===== src/stfa_pkg.sv =====
// Shared types, constants and codes for the slot table first-fit allocator.
// Used by stfa_slot_store and slot_table_first_fit_allocator; no dependencies.
`default_nettype none

package stfa_pkg;

    localparam int VAR_SLOTS   = 32;
    localparam int TOTAL_SLOTS = 33;
    localparam int TEMP_FIRST  = 26;
    localparam int SLOT_W      = $clog2(TOTAL_SLOTS + 1);

    // request codes
    localparam logic [1:0] REQ_ALLOC = 2'd0;
    localparam logic [1:0] REQ_FREE  = 2'd1;
    localparam logic [1:0] REQ_LINE  = 2'd2;
    localparam logic [1:0] REQ_NONE  = 2'd3;

    // status codes
    localparam logic [1:0] ST_DONE      = 2'd0;
    localparam logic [1:0] ST_NO_TEMP   = 2'd1;
    localparam logic [1:0] ST_NO_MEM    = 2'd2;
    localparam logic [1:0] ST_NOT_FREED = 2'd3;

    typedef struct packed {
        logic [1:0]        req_type;
        logic [15:0]       alloc_words;
        logic              want_temp;
        logic [SLOT_W-1:0] slot_index;
        logic              has_pointer;
        logic [15:0]       free_offset;
    } in_t;

    typedef struct packed {
        logic [1:0]        status;
        logic [15:0]       block_offset_out;
        logic [SLOT_W-1:0] slot_used;
    } out_t;

    typedef struct packed {
        logic [15:0] off;
        logic [15:0] size;
    } slot_entry_t;

    // write command to the slot store
    typedef struct packed {
        logic              en;
        logic              off_en;
        logic [SLOT_W-1:0] addr;
        logic [15:0]       off;
        logic [15:0]       size;
    } slot_wr_t;

endpackage

`default_nettype wire


===== src/slot_table_first_fit_allocator.sv =====
// Top level of the slot table first-fit allocator: request sequencer and
// output register. Depends on stfa_pkg and stfa_slot_store.
//
// Usage:
//   in channel  (in_valid/in_stall/in_data): one request per transfer.
//   out channel (out_valid/out_stall/out_data): exactly one result per request.
//   cfg channel (cfg_valid/cfg_ready/cfg_data): heap size in words, write only
//   while the block is idle; cfg_ready is always high.
// Timing: the slot table is a 33-entry memory read one entry per cycle, and a
//   small compare/add unit walks it under the sequencer. Line start sweeps the
//   temporary slots and free scans the table up to the matching slot; a no-op
//   request, null free or slot index out of range goes straight to the result.
//   Allocate looks for a free temporary slot if asked, then runs the tail pass
//   and, if the block does not fit there, the gap pass, which tries one slot
//   after another.
//   in_stall is high from the transfer until the result sits in the output
//   register, so one request is worked on at a time.
// Reset: every slot reads free with offset 0 (per-entry valid bits, no
//   clearing pass) and the heap size is 0. Output is empty after reset.
// Stall: while out_stall holds a result, the next request can still be taken
//   and processed; its result waits in the sequencer until the output frees.
`default_nettype none

module slot_table_first_fit_allocator (
    input  wire logic          clk,
    input  wire logic          rst_n,
    input  wire logic          in_valid,
    output logic               in_stall,
    input  wire stfa_pkg::in_t in_data,
    output logic               out_valid,
    input  wire logic          out_stall,
    output stfa_pkg::out_t     out_data,
    input  wire logic          cfg_valid,
    output logic               cfg_ready,
    input  wire logic [15:0]   cfg_data
);

    localparam int SW = stfa_pkg::SLOT_W;
    localparam logic [SW-1:0] LAST_SLOT  = SW'(stfa_pkg::TOTAL_SLOTS - 1);
    localparam logic [SW-1:0] TEMP_LO    = SW'(stfa_pkg::TEMP_FIRST);
    localparam logic [SW-1:0] TEMP_HI    = SW'(stfa_pkg::VAR_SLOTS - 1);
    localparam logic [SW-1:0] NUM_SLOTS  = SW'(stfa_pkg::TOTAL_SLOTS);

    typedef enum logic [3:0] {
        S_IDLE,
        S_TEMP,     // look for a free temporary slot
        S_TAIL,     // find end of highest block
        S_TAILCHK,  // does the tail candidate fit
        S_GBASE,    // load base slot of the gap pass
        S_GLIM,     // nearest offset above base
        S_GFIT,     // candidate fits below limit
        S_GCLASH,   // overlap test against all slots
        S_WRITE,
        S_FREE,
        S_LINE,
        S_DONE
    } state_t;

    state_t          state_reg,  state_next;
    logic [SW-1:0]   idx_reg,    idx_next;     // entry being read this cycle
    logic [SW-1:0]   gi_reg,     gi_next;      // gap pass base slot
    logic [SW-1:0]   slot_reg,   slot_next;    // target slot
    logic [16:0]     cand_reg,   cand_next;
    logic [15:0]     base_reg,   base_next;
    logic [15:0]     limit_reg,  limit_next;
    logic [15:0]     need_reg,   need_next;
    logic [15:0]     foff_reg,   foff_next;
    logic [15:0]     heap_reg,   heap_next;
    stfa_pkg::out_t  res_reg,    res_next;
    logic            out_valid_reg, out_valid_next;
    stfa_pkg::out_t  out_data_reg,  out_data_next;

    stfa_pkg::slot_wr_t    wr;
    stfa_pkg::slot_entry_t ent;
    logic                  ent_valid;

    logic        in_xfer;
    logic        out_free;
    logic [16:0] ent_end;
    logic [17:0] cand_need;
    logic        clash;

    stfa_slot_store u_store (
        .clk      (clk),
        .rst_n    (rst_n),
        .wr       (wr),
        .rd_addr  (idx_next),
        .rd_entry (ent),
        .rd_valid (ent_valid)
    );

    assign in_stall  = (state_reg != S_IDLE);
    assign in_xfer   = in_valid && !in_stall;
    assign out_free  = !out_valid_reg || !out_stall;
    assign cfg_ready = 1'b1;
    assign out_valid = out_valid_reg;
    assign out_data  = out_data_reg;

    // shared arithmetic
    assign ent_end   = {1'b0, ent.off} + {1'b0, ent.size};
    assign cand_need = {1'b0, cand_reg} + {2'b0, need_reg};
    assign clash     = (cand_need >= {2'b0, ent.off}) && (ent_end > cand_reg);

    always_comb
    begin
        state_next     = state_reg;
        idx_next       = idx_reg;
        gi_next        = gi_reg;
        slot_next      = slot_reg;
        cand_next      = cand_reg;
        base_next      = base_reg;
        limit_next     = limit_reg;
        need_next      = need_reg;
        foff_next      = foff_reg;
        heap_next      = cfg_valid ? cfg_data : heap_reg;
        res_next       = res_reg;
        out_valid_next = out_valid_reg;
        out_data_next  = out_data_reg;
        wr             = '0;

        if (out_valid_reg && !out_stall)
        begin
            out_valid_next = 1'b0;
        end

        unique case (state_reg)
            S_IDLE:
            begin
                if (in_xfer)
                begin
                    need_next = in_data.alloc_words;
                    foff_next = in_data.free_offset;
                    res_next  = '{status: stfa_pkg::ST_DONE, block_offset_out: 16'd0,
                                  slot_used: '0};
                    unique case (in_data.req_type)
                        stfa_pkg::REQ_ALLOC:
                        begin
                            cand_next = 17'd0;
                            if (in_data.want_temp)
                            begin
                                idx_next   = TEMP_LO;
                                state_next = S_TEMP;
                            end
                            else if (in_data.slot_index < NUM_SLOTS)
                            begin
                                slot_next  = in_data.slot_index;
                                idx_next   = '0;
                                state_next = S_TAIL;
                            end
                            else
                            begin
                                res_next.status = stfa_pkg::ST_NO_TEMP;
                                state_next      = S_DONE;
                            end
                        end
                        stfa_pkg::REQ_FREE:
                        begin
                            if (in_data.has_pointer)
                            begin
                                idx_next   = '0;
                                state_next = S_FREE;
                            end
                            else
                            begin
                                res_next.status = stfa_pkg::ST_NOT_FREED;
                                state_next      = S_DONE;
                            end
                        end
                        stfa_pkg::REQ_LINE:
                        begin
                            idx_next   = TEMP_LO;
                            state_next = S_LINE;
                        end
                        stfa_pkg::REQ_NONE:
                        begin
                            state_next = S_DONE;
                        end
                        default:
                        begin
                            state_next = S_DONE;
                        end
                    endcase
                end
            end

            S_TEMP:
            begin
                if (ent.size == 16'd0)
                begin
                    slot_next  = idx_reg;
                    idx_next   = '0;
                    state_next = S_TAIL;
                end
                else if (idx_reg == TEMP_HI)
                begin
                    res_next.status = stfa_pkg::ST_NO_TEMP;
                    state_next      = S_DONE;
                end
                else
                begin
                    idx_next = idx_reg + 1'b1;
                end
            end

            S_TAIL:
            begin
                if ((ent.size != 16'd0) && (cand_reg <= {1'b0, ent.off}))
                begin
                    cand_next = ent_end;
                end
                if (idx_reg == LAST_SLOT)
                begin
                    state_next = S_TAILCHK;
                end
                else
                begin
                    idx_next = idx_reg + 1'b1;
                end
            end

            S_TAILCHK:
            begin
                if (cand_need <= {2'b0, heap_reg})
                begin
                    state_next = S_WRITE;
                end
                else
                begin
                    gi_next    = '0;
                    idx_next   = '0;
                    state_next = S_GBASE;
                end
            end

            S_GBASE:
            begin
                base_next  = ent.off;
                cand_next  = ent_end;
                limit_next = heap_reg;
                idx_next   = '0;
                state_next = S_GLIM;
            end

            S_GLIM:
            begin
                if ((base_reg < ent.off) && (ent.off < limit_reg))
                begin
                    limit_next = ent.off;
                end
                if (idx_reg == LAST_SLOT)
                begin
                    idx_next   = '0;
                    state_next = S_GFIT;
                end
                else
                begin
                    idx_next = idx_reg + 1'b1;
                end
            end

            S_GFIT:
            begin
                if (cand_need <= {2'b0, limit_reg})
                begin
                    idx_next   = '0;
                    state_next = S_GCLASH;
                end
                else if (gi_reg == LAST_SLOT)
                begin
                    res_next.status = stfa_pkg::ST_NO_MEM;
                    state_next      = S_DONE;
                end
                else
                begin
                    gi_next    = gi_reg + 1'b1;
                    idx_next   = gi_reg + 1'b1;
                    state_next = S_GBASE;
                end
            end

            S_GCLASH:
            begin
                if (clash)
                begin
                    if (gi_reg == LAST_SLOT)
                    begin
                        res_next.status = stfa_pkg::ST_NO_MEM;
                        state_next      = S_DONE;
                    end
                    else
                    begin
                        gi_next    = gi_reg + 1'b1;
                        idx_next   = gi_reg + 1'b1;
                        state_next = S_GBASE;
                    end
                end
                else if (idx_reg == LAST_SLOT)
                begin
                    state_next = S_WRITE;
                end
                else
                begin
                    idx_next = idx_reg + 1'b1;
                end
            end

            S_WRITE:
            begin
                wr.en     = 1'b1;
                wr.off_en = 1'b1;
                wr.addr   = slot_reg;
                wr.off    = cand_reg[15:0];
                wr.size   = need_reg;
                res_next.status           = stfa_pkg::ST_DONE;
                res_next.block_offset_out = cand_reg[15:0];
                res_next.slot_used        = slot_reg;
                state_next                = S_DONE;
            end

            S_FREE:
            begin
                if (ent.off == foff_reg)
                begin
                    // never-written entries already read as free
                    wr.en           = ent_valid;
                    wr.addr         = idx_reg;
                    res_next.status = stfa_pkg::ST_DONE;
                    state_next      = S_DONE;
                end
                else if (idx_reg == LAST_SLOT)
                begin
                    res_next.status = stfa_pkg::ST_NOT_FREED;
                    state_next      = S_DONE;
                end
                else
                begin
                    idx_next = idx_reg + 1'b1;
                end
            end

            S_LINE:
            begin
                wr.en   = ent_valid;
                wr.addr = idx_reg;
                if (idx_reg == TEMP_HI)
                begin
                    state_next = S_DONE;
                end
                else
                begin
                    idx_next = idx_reg + 1'b1;
                end
            end

            S_DONE:
            begin
                if (out_free)
                begin
                    out_valid_next = 1'b1;
                    out_data_next  = res_reg;
                    state_next     = S_IDLE;
                end
            end

            default:
            begin
                state_next = S_IDLE;
            end
        endcase
    end

    always_ff @(posedge clk or negedge rst_n)
    begin
        if (!rst_n)
        begin
            state_reg     <= S_IDLE;
            idx_reg       <= '0;
            gi_reg        <= '0;
            slot_reg      <= '0;
            cand_reg      <= '0;
            base_reg      <= '0;
            limit_reg     <= '0;
            need_reg      <= '0;
            foff_reg      <= '0;
            heap_reg      <= '0;
            res_reg       <= '0;
            out_valid_reg <= 1'b0;
            out_data_reg  <= '0;
        end
        else
        begin
            state_reg     <= state_next;
            idx_reg       <= idx_next;
            gi_reg        <= gi_next;
            slot_reg      <= slot_next;
            cand_reg      <= cand_next;
            base_reg      <= base_next;
            limit_reg     <= limit_next;
            need_reg      <= need_next;
            foff_reg      <= foff_next;
            heap_reg      <= heap_next;
            res_reg       <= res_next;
            out_valid_reg <= out_valid_next;
            out_data_reg  <= out_data_next;
        end
    end

    // the block is busy in the cycle after it accepts a request
    a_busy_after_xfer: assert property (@(posedge clk) disable iff (!rst_n)
        in_xfer |=> in_stall)
        else $error("block idle right after input transfer");

    // a new result appears only out of the finishing state
    a_result_from_done: assert property (@(posedge clk) disable iff (!rst_n)
        $rose(out_valid) |-> $past(state_reg == S_DONE))
        else $error("result loaded outside finishing state");

    // table writes only come from the write, free and line-start steps
    a_write_states: assert property (@(posedge clk) disable iff (!rst_n)
        wr.en |-> (state_reg == S_WRITE || state_reg == S_FREE || state_reg == S_LINE))
        else $error("slot table written from wrong state");

    // line start sweeps only temporary slots
    a_line_range: assert property (@(posedge clk) disable iff (!rst_n)
        (state_reg == S_LINE) |-> (idx_reg >= TEMP_LO && idx_reg <= TEMP_HI))
        else $error("line start outside temporary slots");

    // read address stays inside the table
    a_rd_range: assert property (@(posedge clk) disable iff (!rst_n)
        idx_next < NUM_SLOTS)
        else $error("slot read address out of range");

endmodule

`default_nettype wire


===== src/stfa_slot_store.sv =====
// Slot table storage: offset and size memories with per-entry valid bits.
// Depends on stfa_pkg.
`default_nettype none

module stfa_slot_store (
    input  wire logic                     clk,
    input  wire logic                     rst_n,
    input  wire stfa_pkg::slot_wr_t       wr,
    input  wire logic [stfa_pkg::SLOT_W-1:0] rd_addr,
    output stfa_pkg::slot_entry_t         rd_entry,
    output logic                          rd_valid
);

    logic [15:0] off_mem  [stfa_pkg::TOTAL_SLOTS];
    logic [15:0] size_mem [stfa_pkg::TOTAL_SLOTS];
    logic [stfa_pkg::TOTAL_SLOTS-1:0] valid_reg;

    logic [15:0] rd_off_reg;
    logic [15:0] rd_size_reg;
    logic        rd_valid_reg;

    always_ff @(posedge clk)
    begin
        if (wr.en)
        begin
            size_mem[wr.addr] <= wr.size;
            if (wr.off_en)
            begin
                off_mem[wr.addr] <= wr.off;
            end
        end
        rd_off_reg  <= off_mem[rd_addr];
        rd_size_reg <= size_mem[rd_addr];
    end

    // an entry reads as zero until an allocate has written it
    always_ff @(posedge clk or negedge rst_n)
    begin
        if (!rst_n)
        begin
            valid_reg    <= '0;
            rd_valid_reg <= 1'b0;
        end
        else
        begin
            if (wr.en && wr.off_en)
            begin
                valid_reg[wr.addr] <= 1'b1;
            end
            rd_valid_reg <= valid_reg[rd_addr];
        end
    end

    assign rd_valid      = rd_valid_reg;
    assign rd_entry.off  = rd_valid_reg ? rd_off_reg  : 16'd0;
    assign rd_entry.size = rd_valid_reg ? rd_size_reg : 16'd0;

endmodule

`default_nettype wire


===== config.mk =====
export PLATFORM = sky130hd
export DESIGN_NAME = slot_table_first_fit_allocator
export DESIGN_NICKNAME = d
export VERILOG_FILES = /design/src/stfa_pkg.sv /design/src/slot_table_first_fit_allocator.sv /design/src/stfa_slot_store.sv
export SDC_FILE = /design/constraint.sdc
export NUM_CORES = 2
export LEC_CHECK = 0
export BUFFER_PORTS_ARGS = -buffer_cell sky130_fd_sc_hd__buf_4
export CELL_PAD_IN_SITES_DETAIL_PLACEMENT = 0
export CELL_PAD_IN_SITES_GLOBAL_PLACEMENT = 2
export CORE_MARGIN = 5
export CORE_UTILIZATION = 45
export DETAILED_ROUTE_END_ITERATION = 10
export GPL_TIMING_DRIVEN = 0
export PLACE_DENSITY = 0.83
export SYNTH_ARGS = -nofsm -noshare
export SYNTH_HDL_FRONTEND = slang
export SYNTH_SLANG_ARGS = --single-unit

===== constraint.sdc =====
create_clock -name clk -period 11.4 [get_ports clk]
set_input_delay 2.85 -clock clk [delete_from_list [all_inputs] [get_ports clk]]
set_output_delay 2.85 -clock clk [all_outputs]
set_load 0.005 [all_outputs]

==> run summary <==
Via density -> 6.31
Drt pass-1 iters -> 8
WL final -> 229 mm
Global-route wire length before repair -> 310 mm
Violated checks -> capacitance limit, slew limit
Root Driver -> clkbuf_16
Syn nets -> 4661
Post-detail-place hpwl -> 158 mm
Area grow syn2layout -> 17.1%
Hold Slack -> 451 ps
Initial core utilization -> 0.454
Seq/Total Area, Yosys -> 0.665
Total congestion overflow -> 0
Crit-path max FO -> 19
Run status -> finished, violations left
Top cell by count, worst path -> buf_2
Total Die Area -> 132000 sq um
Register bit total from synthesis -> 1290
FMAX -> 0.0894 GHz
RSZ-0062 raised after global routing -> no
Routed Antenna Nets -> 0
FFs w/ async S/R, synth -> 0.157
Core footprint -> 124000 sq um
Row cnt -> 129
Final period util -> 0.981
Syn. warnings -> 0
CP endpoint kind -> flip-flop
Setup Crit Path Kind -> reg2reg
Vias post-DR -> 41194
Commonest non-fill, non-tap cells in the layout -> edfxtp_1, nand2_1, mux2i_1
Routed WL per cell -> 35.1 um
Clk_skew -> 49.8 ps
H-Tree Depth -> 4
WP buf/inv -> 12
Ports -> 90
Commonest non-fill, non-tap cell in the layout -> edfxtp_1
Setup TNS -> 0 ps
EDFF count, synth -> 1056
Headroom to the max-slew limit -> -0.0299
Ys flop type -> edfxtp_1
DRC viols -> 0
Worst-path clk slew -> 60 ps
Largest net degree at the start of global routing -> 74
IO Port Bufs -> 87
Number of DRC markers in iteration 0 -> 6196
Worst Path Required -> 11860 ps
Clk Latency, worst-skew pair -> 810 ps
Worst min-delay path category -> reg2reg
Final hold vios -> 0
Antenna violations before repair -> 17
Nets -> 4968
Distinct cells, synth -> 88
Hold-fix buffers at CTS -> 0
Slew Limit Fails -> 53
Mapped Cells -> 4455
CP Launch Type -> flip-flop
Vias in the first global route -> 38701
Min cycle time layout -> 11180 ps
Die width -> 364 um
Largest stage delay, worst path -> 680 ps
Clock Sinks -> 1290
Setup-failing EPs final -> 0
Die H -> 364 um
CTS buffer count -> 140
CTS tree -> yes
Mapped Area -> 56300 sq um
Share of layout cells above drive strength 1 -> 0.156
CP delay by family, top -> compound AO/OA/AOI/OAI gates
Max clock buf depth -> 3
Total GRT Usage -> 0.342
Gpl congestion -> 0.979
Max capacitance violation total -> 4
Crit path max-delay cell type -> buf_2
Worst-Margin Slew -> 1540 ps
WP data arrival -> 11640 ps
Mapped Avg Cell Area -> 12.6 sq um
==> path summary, 6_finish.rpt <==
kind	startpoint	end	slack, ps	cells past startpoint
min in group asynchronous	rst_n	gi_reg[3]	2050	1
max in group asynchronous	rst_n	need_reg[3]	8160	3
hold / removal	u_store.size_mem[32][4]	u_store.rd_size_reg[4]	450	2
setup reg to reg	u_store.rd_valid	u_store.rd_off_reg[8]	220	38
setup / recovery	u_store.rd_valid	u_store.rd_off_reg[8]	220	38
hold reg to reg	u_store.size_mem[32][4]	u_store.rd_size_reg[4]	450	2
==> metrics by stage <==
step / setup WS, ps / area [sq um] / utilization / std cells
floorplan: 3320 / 56300 / - / 4455
finish: 216 / 65900 / 0.531 / 6529
detailed placement: -1720 / 60700 / 0.490 / 6254
CTS: 20.9 / 65700 / 0.530 / 6518
global placement: -2220 / 59000 / 0.476 / 6179
global route: 48.2 / 65800 / 0.531 / 6516
==> cell usage after synthesis (11+ instances only) <==
cell / number / share of area
nand3_1: 151 / 0.013
buf_2: 93 / 0.0083
a211oi_1: 41 / 0.0055
o21ai_0: 150 / 0.013
nor2b_1: 16 / 0.0018
o22ai_1: 36 / 0.0040
nor3_1: 26 / 0.0023
mux2_2: 72 / 0.014
a32oi_1: 27 / 0.0042
a221oi_1: 23 / 0.0036
a221o_1: 12 / 0.0021
buf_1: 13 / 0.00087
inv_1: 87 / 0.0058
nand4_1: 23 / 0.0026
mux2i_1: 207 / 0.037
dfxtp_1: 32 / 0.011
a311o_1: 11 / 0.0020
a31oi_1: 64 / 0.0071
ha_1: 141 / 0.031
a2111oi_0: 19 / 0.0030
nand2_1: 823 / 0.055
or4_1: 17 / 0.0023
and3_1: 132 / 0.015
dfrtp_1: 202 / 0.090
o31ai_1: 11 / 0.0015
nor2_1: 263 / 0.018
a21oi_1: 184 / 0.016
nand2b_1: 16 / 0.0018
and2_1: 21 / 0.0023
edfxtp_1: 1056 / 0.56
xnor2_1: 19 / 0.0030
or2_2: 36 / 0.0040
xor2_1: 23 / 0.0036
clkbuf_1: 115 / 0.0077
nor4_1: 18 / 0.0020
o211ai_1: 13 / 0.0017
a21o_1: 50 / 0.0067
o21a_1: 25 / 0.0033
==> per-layer routing <==
metal,part of all wire,global-route usage,vias up
li1,-,-,17198
met1,0.36,0.426,20481
met2,0.44,0.524,2838
met3,0.13,0.122,665
met4,0.067,0.185,12
met5,0.00039,0,-
==> logic make-up (layout without fill, tap and decap cells) <==
logic type	count (synthesis)	count (layout)	synth area share
adders and majority gates	147	147	0.0328
buffers and inverters	323	747	0.0245
muxes	281	281	0.0520
xor gates and xnor gates	42	42	0.00654
and+or+nand+nor	1586	1586	0.126
AOI/OAI and AO/OA	785	785	0.0935
DFF	1290	1290	0.665
other	1	14	0.0000666
==> cell type report <==
type,count,area (sq um)
Tap cell,1637,2050
Sequential cell,1290,37400
Multi-Input combinational cell,2842,18100
Clock inverter,71,813
Buffer,228,1140
Inverter,93,353
Antenna cell,13,32.5
Fill cell,10569,58100
Timing Repair Buffer,167,2110
Clock buffer,188,3890
==> worst min-delay path, cell delays in order (launching register included) <==
cell and delay [ps]:
edfxtp_1 320, nand2_1 60, o41ai_2 50
==> repair_timing <==
item / 4_1_cts / 5_1_grt
resized for setup: 73 / 39
endpoints found under the hold margin: 0 / 0
cloned: 0 / 0
setup buffers: 5 / 0
endpoints found under the setup margin: 34 / 33
pin swaps: 3 / 1
Power is left out: the tool's default activity adds up to more than one toggle a clock period on the data nets, which glitch-free logic cannot reach.
